**src/hdl/sdet_pkg.sv**
```systemverilog
package sdet_pkg;

   localparam int unsigned TIME_W = 32;
   localparam int unsigned LIMIT_W = 16;
   localparam int unsigned CSR_ADDR_W = 4;
   localparam int unsigned CSR_DATA_W = 32;
   localparam int unsigned REQ_DATA_W = 40;
   localparam int unsigned RSP_DATA_W = 72;

   localparam logic [LIMIT_W-1:0] MIN_ON_RESET = 16'd30;
   localparam logic [LIMIT_W-1:0] MIN_OFF_RESET = 16'd30;

   typedef enum logic [1:0] {
      REG_INVERTED_MODE = 2'd0,
      REG_MIN_ON_MS     = 2'd1,
      REG_MIN_OFF_MS    = 2'd2
   } csr_index_type;

   typedef struct packed {
      logic                 inverted_mode;
      logic [LIMIT_W-1:0]   min_on_ms;
      logic [LIMIT_W-1:0]   min_off_ms;
   } config_type;

   typedef struct packed {
      logic [TIME_W-1:0] released_duration;
      logic [TIME_W-1:0] pressed_duration;
      logic              release_edge;
      logic              press_edge;
      logic              debounced_pressed;
   } result_type;

endpackage

```
**src/hdl/switch_debounce_edge_timer_unit.sv**
```systemverilog
// Channel   Direction  Contents
// req_      in         request: pin level and millisecond timestamp
// rsp_      out        debounced state, edge pulses, phase durations
// csr_      in/out     APB registers: inverted mode, minimum on and off times
//
// One request is taken every cycle while no result is stalled on rsp_tready.
// Its result is computed combinationally and registered, appearing in the next cycle.
// A result waiting on rsp_tready holds, and a new request is taken in the cycle it leaves.
// Synchronous reset restores the released phase and the register defaults.
module switch_debounce_edge_timer_unit (
   input  logic                                clock,
   input  logic                                reset,
   input  logic                                req_tvalid,
   output logic                                req_tready,
   // [0] pin_level, [32:1] time_ms, [39:33] zero
   input  logic [sdet_pkg::REQ_DATA_W-1:0]     req_tdata,
   output logic                                rsp_tvalid,
   input  logic                                rsp_tready,
   // [0] debounced_pressed, [1] press_edge, [2] release_edge,
   // [34:3] pressed_duration, [66:35] released_duration, [71:67] zero
   output logic [sdet_pkg::RSP_DATA_W-1:0]     rsp_tdata,
   input  logic                                csr_psel,
   input  logic                                csr_penable,
   input  logic                                csr_pwrite,
   input  logic [sdet_pkg::CSR_ADDR_W-1:0]     csr_paddr,
   input  logic [sdet_pkg::CSR_DATA_W-1:0]     csr_pwdata,
   output logic [sdet_pkg::CSR_DATA_W-1:0]     csr_prdata,
   output logic                                csr_pready
);

   localparam int unsigned RESULT_W = $bits(sdet_pkg::result_type);

   sdet_pkg::config_type   cfg_ff;
   sdet_pkg::result_type   result;
   sdet_pkg::result_type   rsp_data_ff;
   logic                   rsp_valid_ff;
   logic                   req_accept;
   logic                   csr_write;
   logic [1:0]             csr_index;

   assign csr_pready = 1'b1;
   assign csr_write = csr_psel & csr_penable & csr_pwrite & csr_pready;
   assign csr_index = csr_paddr[3:2];

   always_ff @(posedge clock) begin
      if (reset) begin
         cfg_ff.inverted_mode <= 1'b0;
         cfg_ff.min_on_ms <= sdet_pkg::MIN_ON_RESET;
         cfg_ff.min_off_ms <= sdet_pkg::MIN_OFF_RESET;
      end else if (csr_write) begin
         unique case (csr_index)
            sdet_pkg::REG_INVERTED_MODE: cfg_ff.inverted_mode <= csr_pwdata[0];
            sdet_pkg::REG_MIN_ON_MS:
               cfg_ff.min_on_ms <= csr_pwdata[sdet_pkg::LIMIT_W-1:0];
            sdet_pkg::REG_MIN_OFF_MS:
               cfg_ff.min_off_ms <= csr_pwdata[sdet_pkg::LIMIT_W-1:0];
            default: begin
            end
         endcase
      end
   end

   always_comb begin
      unique case (csr_index)
         sdet_pkg::REG_INVERTED_MODE:
            csr_prdata = {{(sdet_pkg::CSR_DATA_W-1){1'b0}}, cfg_ff.inverted_mode};
         sdet_pkg::REG_MIN_ON_MS:
            csr_prdata = {{(sdet_pkg::CSR_DATA_W-sdet_pkg::LIMIT_W){1'b0}},
                          cfg_ff.min_on_ms};
         sdet_pkg::REG_MIN_OFF_MS:
            csr_prdata = {{(sdet_pkg::CSR_DATA_W-sdet_pkg::LIMIT_W){1'b0}},
                          cfg_ff.min_off_ms};
         default: csr_prdata = '0;
      endcase
   end

   assign req_tready = ~rsp_valid_ff | rsp_tready;
   assign req_accept = req_tvalid & req_tready;

   sdet_phase_fsm u_phase_fsm (
      .clock     (clock),
      .reset     (reset),
      .step      (req_accept),
      .pin_level (req_tdata[0]),
      .time_ms   (req_tdata[sdet_pkg::TIME_W:1]),
      .cfg       (cfg_ff),
      .result    (result)
   );

   always_ff @(posedge clock) begin
      if (reset) begin
         rsp_valid_ff <= 1'b0;
      end else if (req_accept) begin
         rsp_valid_ff <= 1'b1;
      end else if (rsp_tready) begin
         rsp_valid_ff <= 1'b0;
      end
   end

   always_ff @(posedge clock) begin
      if (req_accept) begin
         rsp_data_ff <= result;
      end
   end

   assign rsp_tvalid = rsp_valid_ff;
   assign rsp_tdata = {{(sdet_pkg::RSP_DATA_W-RESULT_W){1'b0}}, rsp_data_ff};

endmodule

```
**src/hdl/sdet_phase_fsm.sv**
```systemverilog
module sdet_phase_fsm (
   input  logic                                clock,
   input  logic                                reset,
   input  logic                                step,
   input  logic                                pin_level,
   input  logic [sdet_pkg::TIME_W-1:0]         time_ms,
   input  sdet_pkg::config_type                cfg,
   output sdet_pkg::result_type                result
);

   typedef enum logic [1:0] {
      PH_RELEASED     = 2'd0,
      PH_PEND_PRESS   = 2'd1,
      PH_PRESSED      = 2'd2,
      PH_PEND_RELEASE = 2'd3
   } phase_type;

   phase_type                    phase_ff, phase_in;
   logic [sdet_pkg::TIME_W-1:0]  press_start_ff, press_start_in;
   logic [sdet_pkg::TIME_W-1:0]  release_start_ff, release_start_in;
   logic                         pressed_ff, pressed_in;
   logic                         press_pulse_ff, press_pulse_in;
   logic                         release_pulse_ff, release_pulse_in;
   logic [sdet_pkg::TIME_W-1:0]  press_len_ff, press_len_in;
   logic [sdet_pkg::TIME_W-1:0]  release_len_ff, release_len_in;
   logic                         active;
   logic [sdet_pkg::TIME_W-1:0]  since_press;
   logic [sdet_pkg::TIME_W-1:0]  since_release;
   logic [sdet_pkg::TIME_W-1:0]  on_limit;
   logic [sdet_pkg::TIME_W-1:0]  off_limit;

   assign active = cfg.inverted_mode ? pin_level : ~pin_level;
   assign since_press = time_ms - press_start_ff;
   assign since_release = time_ms - release_start_ff;
   assign on_limit = {{(sdet_pkg::TIME_W-sdet_pkg::LIMIT_W){1'b0}}, cfg.min_on_ms};
   assign off_limit = {{(sdet_pkg::TIME_W-sdet_pkg::LIMIT_W){1'b0}}, cfg.min_off_ms};

   always_comb begin
      phase_in = phase_ff;
      press_start_in = press_start_ff;
      release_start_in = release_start_ff;
      pressed_in = pressed_ff;
      press_pulse_in = press_pulse_ff;
      release_pulse_in = release_pulse_ff;
      press_len_in = press_len_ff;
      release_len_in = release_len_ff;
      unique case (phase_ff)
         PH_RELEASED: begin
            release_pulse_in = 1'b0;
            if (active) begin
               press_start_in = time_ms;
               phase_in = PH_PEND_PRESS;
            end else begin
               release_len_in = since_release;
            end
         end
         PH_PEND_PRESS: begin
            if (!active) begin
               phase_in = PH_RELEASED;
            end else if (since_press > on_limit) begin
               phase_in = PH_PRESSED;
               pressed_in = 1'b1;
               press_pulse_in = 1'b1;
               release_len_in = press_start_ff - release_start_ff;
            end
         end
         PH_PRESSED: begin
            press_pulse_in = 1'b0;
            if (!active) begin
               release_start_in = time_ms;
               phase_in = PH_PEND_RELEASE;
            end else begin
               press_len_in = since_press;
            end
         end
         PH_PEND_RELEASE: begin
            if (active) begin
               phase_in = PH_PRESSED;
            end else if (since_release > off_limit) begin
               phase_in = PH_RELEASED;
               pressed_in = 1'b0;
               release_pulse_in = 1'b1;
               press_len_in = release_start_ff - press_start_ff;
            end
         end
         default: begin
            phase_in = PH_RELEASED;
         end
      endcase
   end

   always_ff @(posedge clock) begin
      if (reset) begin
         phase_ff <= PH_RELEASED;
         press_start_ff <= '0;
         release_start_ff <= '0;
         pressed_ff <= 1'b0;
         press_pulse_ff <= 1'b0;
         release_pulse_ff <= 1'b0;
         press_len_ff <= '0;
         release_len_ff <= '0;
      end else if (step) begin
         phase_ff <= phase_in;
         press_start_ff <= press_start_in;
         release_start_ff <= release_start_in;
         pressed_ff <= pressed_in;
         press_pulse_ff <= press_pulse_in;
         release_pulse_ff <= release_pulse_in;
         press_len_ff <= press_len_in;
         release_len_ff <= release_len_in;
      end
   end

   assign result.debounced_pressed = pressed_in;
   assign result.press_edge = press_pulse_in;
   assign result.release_edge = release_pulse_in;
   assign result.pressed_duration = press_len_in;
   assign result.released_duration = release_len_in;

endmodule

```
**config.mk**
```make
export PLATFORM = sky130hd
export DESIGN_NAME = switch_debounce_edge_timer_unit
export DESIGN_NICKNAME = d
export VERILOG_FILES = /design/src/hdl/sdet_pkg.sv /design/src/hdl/switch_debounce_edge_timer_unit.sv /design/src/hdl/sdet_phase_fsm.sv
export SDC_FILE = /design/constraint.sdc
export NUM_CORES = 1
export LEC_CHECK = 0
export ABC_CLOCK_PERIOD_IN_PS = 7100
export BUFFER_PORTS_ARGS = -buffer_cell sky130_fd_sc_hd__buf_2
export CAP_MARGIN = 0
export CORE_MARGIN = 2
export CORE_UTILIZATION = 49
export DETAILED_ROUTE_END_ITERATION = 8
export GPL_TIMING_DRIVEN = 0
export HOLD_SLACK_MARGIN = 0.1
export PLACE_DENSITY = 0.68
export SYNTH_ARGS = -nofsm -noshare
export SYNTH_HDL_FRONTEND = slang
export SYNTH_SLANG_ARGS = --single-unit
```
**constraint.sdc**
```tcl
create_clock -name clock -period 7.1 [get_ports clock]
set_clock_uncertainty 0.15 [all_clocks]
set_input_delay 1.42 -clock clock [delete_from_list [all_inputs] [get_ports clock]]
set_output_delay 1.42 -clock clock [all_outputs]
set_load 0.03 [all_outputs]
```
==> After elaboration in Yosys (flattened, before gate mapping) <==
Index checks and enable logic that the tools add are counted.
{ "totals": {"register_bits": 234, "input_bits": 83, "out_inout_bits": 107, "wordCells": 78} }
{ "op_classes": {"order_cmp": 2, "add_sub_neg": 4, "bitwise": 7, "n_reduce_logical": 9, "n_eq_ne": 9, "muxes": 30} }
{ "op_table": {"columns": ["cell", "n"], "rows": [
  ["two-way mux 32 bit", 6],
  ["case mux 32 bit (2 select lines)", 2],
  ["subtractor 32 bit", 4],
  ["> comparator 32 x 16 -> 1 bit", 2],
  ["case mux 16 bit (3 select lines)", 1],
  ["two-way mux 2 bit", 6],
  ["two-way mux 1 bit", 11],
  ["case mux 2 bit (4 select lines)", 1],
  ["== test 2 bit, second input constant", 3],
  ["case mux 1 bit (2 select lines)", 3],
  ["AND reduction 2 bit", 3],
  ["AND reduction 3 bit", 2],
  ["AND reduction 5 bit", 1],
  ["== test 2 x 1 -> 1 bit, second input constant", 2],
  ["logical NOT 2 bit", 2],
  ["AND 1 bit", 3],
  ["!= test 3 x 1 -> 1 bit, second input constant", 1],
  ["!= test 3 bit, second input constant", 1],
  ["NOT 1 bit", 3],
  ["!= test 2 x 1 -> 1 bit, second input constant", 1],
  ["!= test 2 bit, second input constant", 1],
  ["nonzero test 2 bit", 1],
  ["bitwise OR 1 bit", 1]
]} }

==> Logic depth before layout (Yosys ltp) <==
{ "logic_depth": {"depth_word": 5, "mapped_depth": 27, "ltp_nobuf": 24} }

==> Hierarchy <==
From an unflattened synthesis, not the netlist that was laid out.
{ "hier_totals": {"cells_unflattened": 2452, "hier_area_um2": 19204.7} }
{ "by_module_without_submodules": {"columns": ["module", "cells_each", "n_inst", "seq_area_each_um2", "area_per_inst_um2"], "rows": [
  ["sdet_phase_fsm", 2204, 1, 2662.6, 15421.0],
  ["switch_debounce_edge_timer_unit", 248, 1, 2692.6, 3783.6]
]} }

==> Least setup slack after synthesis <==
No wires, ideal clock.
{ "synth_timing": {"path_kind": "input port to flip-flop", "startpoint": "in req_tdata[1] in the netlist's numbering", "endpoint": "reg rsp_data_ff, in the netlist rsp_tdata[10] (data pin)", "path_buffers": 1, "slack_ns": 1.148, "required_ns": 6.685, "setup_time_ns": 0.265, "t_arrival_ns": 5.537, "path_stages": 22, "path_cell_list": "inv_1 -> ha_1 -> fa_1 -> nor2b_1 -> o211ai_2 -> a211oi_2 -> a2111oi_4 -> o21ai_0 -> xor2_1 -> ha_1 -> a21oi_1 -> o22ai_1 -> nor2_1 -> o311ai_0 -> a211oi_1 -> nor4bb_1 -> nand4_1 -> o31ai_4 -> buf_6 -> mux2_1 -> a222oi_1 -> inv_1"} }
{ "synth_rtl": {"columns": ["element", "line", "text"], "rows": [
  ["start: declaration", "switch_debounce_edge_timer_unit.sv:16", "input logic [sdet_pkg::REQ_DATA_W-1:0] req_tdata,"],
  ["end signal: assignment", "switch_debounce_edge_timer_unit.sv:102", "rsp_data_ff <= result;"],
  ["end: declaration", "switch_debounce_edge_timer_unit.sv:35", "sdet_pkg::result_type rsp_data_ff;"]
]} }

==> flow_metrics.tcl <==
set metrics [dict create \
    n_fill_cell 3404 \
    p_per_area_nw_per_um2 224.8 \
    r2r_setup_slack_ps 710 \
    start_util_pct 49.84 \
    ant_nets 0 \
    cp-start-kind "primary input" \
    stdcell_count 2918 \
    fin_util_pct 56.65 \
    synth_top_area_share_pct 18.86 \
    io_buffers 142 \
    relSlewSlack_pct 3.541 \
    antenna_found_initial 1 \
    crit_required_ps 7230 \
    cap_violations 0 \
    cts_hold_buf 0 \
    fmax_ghz 0.1449 \
    syn2layout_area_growth_pct 13.66 \
    cp_max_fo 10 \
    cp.arrival_ps 7030 \
    power_switching_w 0.001686 \
    ys_seq_elements 234 \
    die_h_um 194.2 \
    async_reset_ff_share_pct 0 \
    regToRegEndpoint "rsp_tdata[60]" \
    h-tree-depth 1 \
    dr.pass1.iters 6 \
    seqPwrFrac_pct 33.3 \
    dp.cells 2864 \
    ys_types 92 \
    p_sw_share_pct 37.21 \
    slew_viol_final 0 \
    hold_viol_final 0 \
    clk_latency_ps 550 \
    die_w_um 194.2 \
    fin_ws_ps 199.6 \
    drc 0 \
    avgSynthCellArea_um2 7.914 \
    grt_max_degree 71 \
    grt_pass1_wl_mm 98.23 \
    avgViaCountPerCell 6.111 \
    syn_inst 2240 \
    yosys-top-cells-count "nand2_1 (324), a21oi_1 (258), dfxtp_1 (167)" \
    clk_pin_slew_ps 60 \
    cts_inserted_buffers 25 \
    die_area_um2 37720 \
    yosysMostFrequentCell "nand2_1" \
    antenna_cells 0 \
    r2r_cells 23 \
    hpwlAfterDp_mm 52.86 \
    placed_cell_area_um2 19120 \
    fin_crit_sh_pct 97.19 \
    drt_wl_total_mm 65.47 \
    dp_slack_ps -1120 \
    tightestPinTransition_ps 1436 \
    combPwrFrac_pct 34.4 \
    tritoncts "yes" \
    synth_edf_count 67 \
    finish.instance_area_um2 20150 \
    top_level_ports 190 \
    globalplace.congestion 0.9854 \
    synth_area_leaders "dfxtp_1 (19%), edfxtp_1 (11%), ha_1 (11%)" \
    worstSetupPathType "primary input to flop" \
    r2r_start "u_phase_fsm.press_start_ff[1]" \
    num_vias 17830 \
    core_um2 35570 \
    cts_root_buf "clkbuf_16" \
    ys_seq_area_share_pct 30.21 \
    crit_path_end_kind "flop" \
    p_clk_share_pct 32.3 \
    setup.worst_path.end "rsp_tdata[15]" \
    nets 2685 \
    yosys_warnings 0 \
    hold_path_class "flop to flop" \
    cts_num_sinks 234 \
    grt_usage_pct 33.53 \
    rows 69 \
    clk_path_buf_depth 3 \
    max-vdd-ir-drop_v 0.0001789 \
    outcome "finished, final reports clean" \
    synth_top_cell_by_area "dfxtp_1" \
    drtIter0Drc 2124 \
    ys_dominant_reg_cell "dfxtp_1" \
    internal_power_w 0.002845 \
    wire_per_inst_um 22.44 \
    finalCriticalPeriod_ps 6900 \
    leakage_nw 8.260 \
    final_layout_size_suffix_gt1_share_pct 11.52 \
    grt_pass1_vias 16600 \
    cp-startpoint "req_tdata[1]" \
    synthesis.area_um2 17730 \
    grt.overflow.total 0 \
    setup_viol 0 \
]
==> kinds of logic after synthesis <==
group,after synthesis,share of synthesized area [%]
compound gates,743,27.05
xor+xnor,113,5.583
fa+ha+maj,164,11.74
buf+inv,308,7.171
flops,234,30.21
mux,23,1.383
other cells,2,0.04236
simple gates,653,16.83
==> sequential cells by signal (all words and copies together) (netlist names), named ones only <==
name and flops:
cfg_ff 33, rsp_tdata 67, rsp_tvalid 1, u_phase_fsm.phase_ff 1
u_phase_fsm.press_len_ff 32, u_phase_fsm.press_pulse_ff 1, u_phase_fsm.press_start_ff 32, u_phase_fsm.pressed_ff 1
u_phase_fsm.release_len_ff 32, u_phase_fsm.release_pulse_ff 1, u_phase_fsm.release_start_ff 32
==> power by group through the flow <==
stage,combinational [W],clock [W],sequential [W]
after detailed placement,0.00149,0,0.00154
after CTS,0.00150,0.00147,0.00151
after global routing,0.00166,0.00152,0.00152
final,0.00156,0.00146,0.00151
after floorplan,0.000893,0,0.00161
after global placement,0.00147,0,0.00154
==> cell usage in the layout (no fill, tap or decap), types with 22 or more instances in the layout <==
cell,synthesis,routed
nand2_1,324,324
a21oi_1,258,257
dfxtp_1,167,167
ha_1,160,160
inv_1,154,154
buf_2,11,153
o21ai_0,131,130
clkbuf_1,113,113
nor2_1,97,97
xnor2_1,78,77
edfxtp_1,67,67
a21o_1,58,58
nand3_1,48,48
nor3_1,39,39
a31oi_1,39,39
xor2_1,35,33
buf_4,23,32
nand4_1,29,29
a22o_1,25,25
clkbuf_16,0,25
a211oi_1,24,23
nand2b_1,22,22
conb_1,2,22
==> area by class of cell <==
class / count / area (µm²) / share of cell area [%]
tap: 461 / 576.8 / 2.862
sequential: 234 / 5355 / 26.58
clock buffer: 30 / 654.4 / 3.247
inverter: 155 / 581.8 / 2.887
timing repair buffer: 152 / 805.8 / 3.999
buffer: 152 / 693.2 / 3.440
clock inverter: 16 / 251.5 / 1.248
multi-input combinational: 1718 / 11230 / 55.74
==> critical path: stages <==
cell and delay, ps:
buf_2 110, inv_1 60, ha_1 230, fa_1 400, nor2b_1 210, o211ai_2 120, a211oi_2 330, a2111oi_4 100
o21ai_0 290, xor2_1 180, buf_4 160, ha_1 240, a21oi_1 130, o22ai_1 90, nor2_1 120, o311ai_0 230
a211oi_1 390, nor4bb_2 370, nand4_1 210, o31ai_4 390, buf_6 220, mux2_1 330, a222oi_1 580, inv_1 90
==> per-layer routing <==
layer / routed length [µm] / track usage (%) / part of all wire (%)
met3: 6533 / 5.253 / 10
met4: 2705 / 13.13 / 4.1
met2: 27810 / 51.30 / 42
met5: 13 / 0 / 0.020
met1: 28410 / 47.33 / 43
==> what timing repair did <==
action                                  CTS  global route
endpoints found under the setup margin   53            79
buffers inserted                          0             9
gates resized for setup                   4            11
pin swaps                                 1             9
==> per-stage QoR <==
stage	setup TNS (ps)	power, W	hold slack [ps]
floorplan	0	0.002505	293.2
global placement	-66150	0.003006	308.2
detailed placement	-59860	0.003025	312.0
CTS	0	0.004470	322.6
global route	-77.28	0.004692	341.4
finish	0	0.004531	327.1
==> worst min-delay path by stage <==
stage / startpoint / endpoint / slack (ps) / cells past startpoint
global route: u_phase_fsm.press_len_ff[1] / u_phase_fsm.press_len_ff[1] / 340 / 1
detailed placement: u_phase_fsm.press_len_ff[26] / u_phase_fsm.press_len_ff[26] / 310 / 1
global placement: u_phase_fsm.press_len_ff[27] / u_phase_fsm.press_len_ff[27] / 310 / 1
floorplan: u_phase_fsm.press_len_ff[17] / u_phase_fsm.press_len_ff[17] / 290 / 1
CTS: cfg_ff[7] / cfg_ff[7] / 320 / 2
finish: cfg_ff[7] / cfg_ff[7] / 330 / 2
Power figures use the tool's default switching activity.
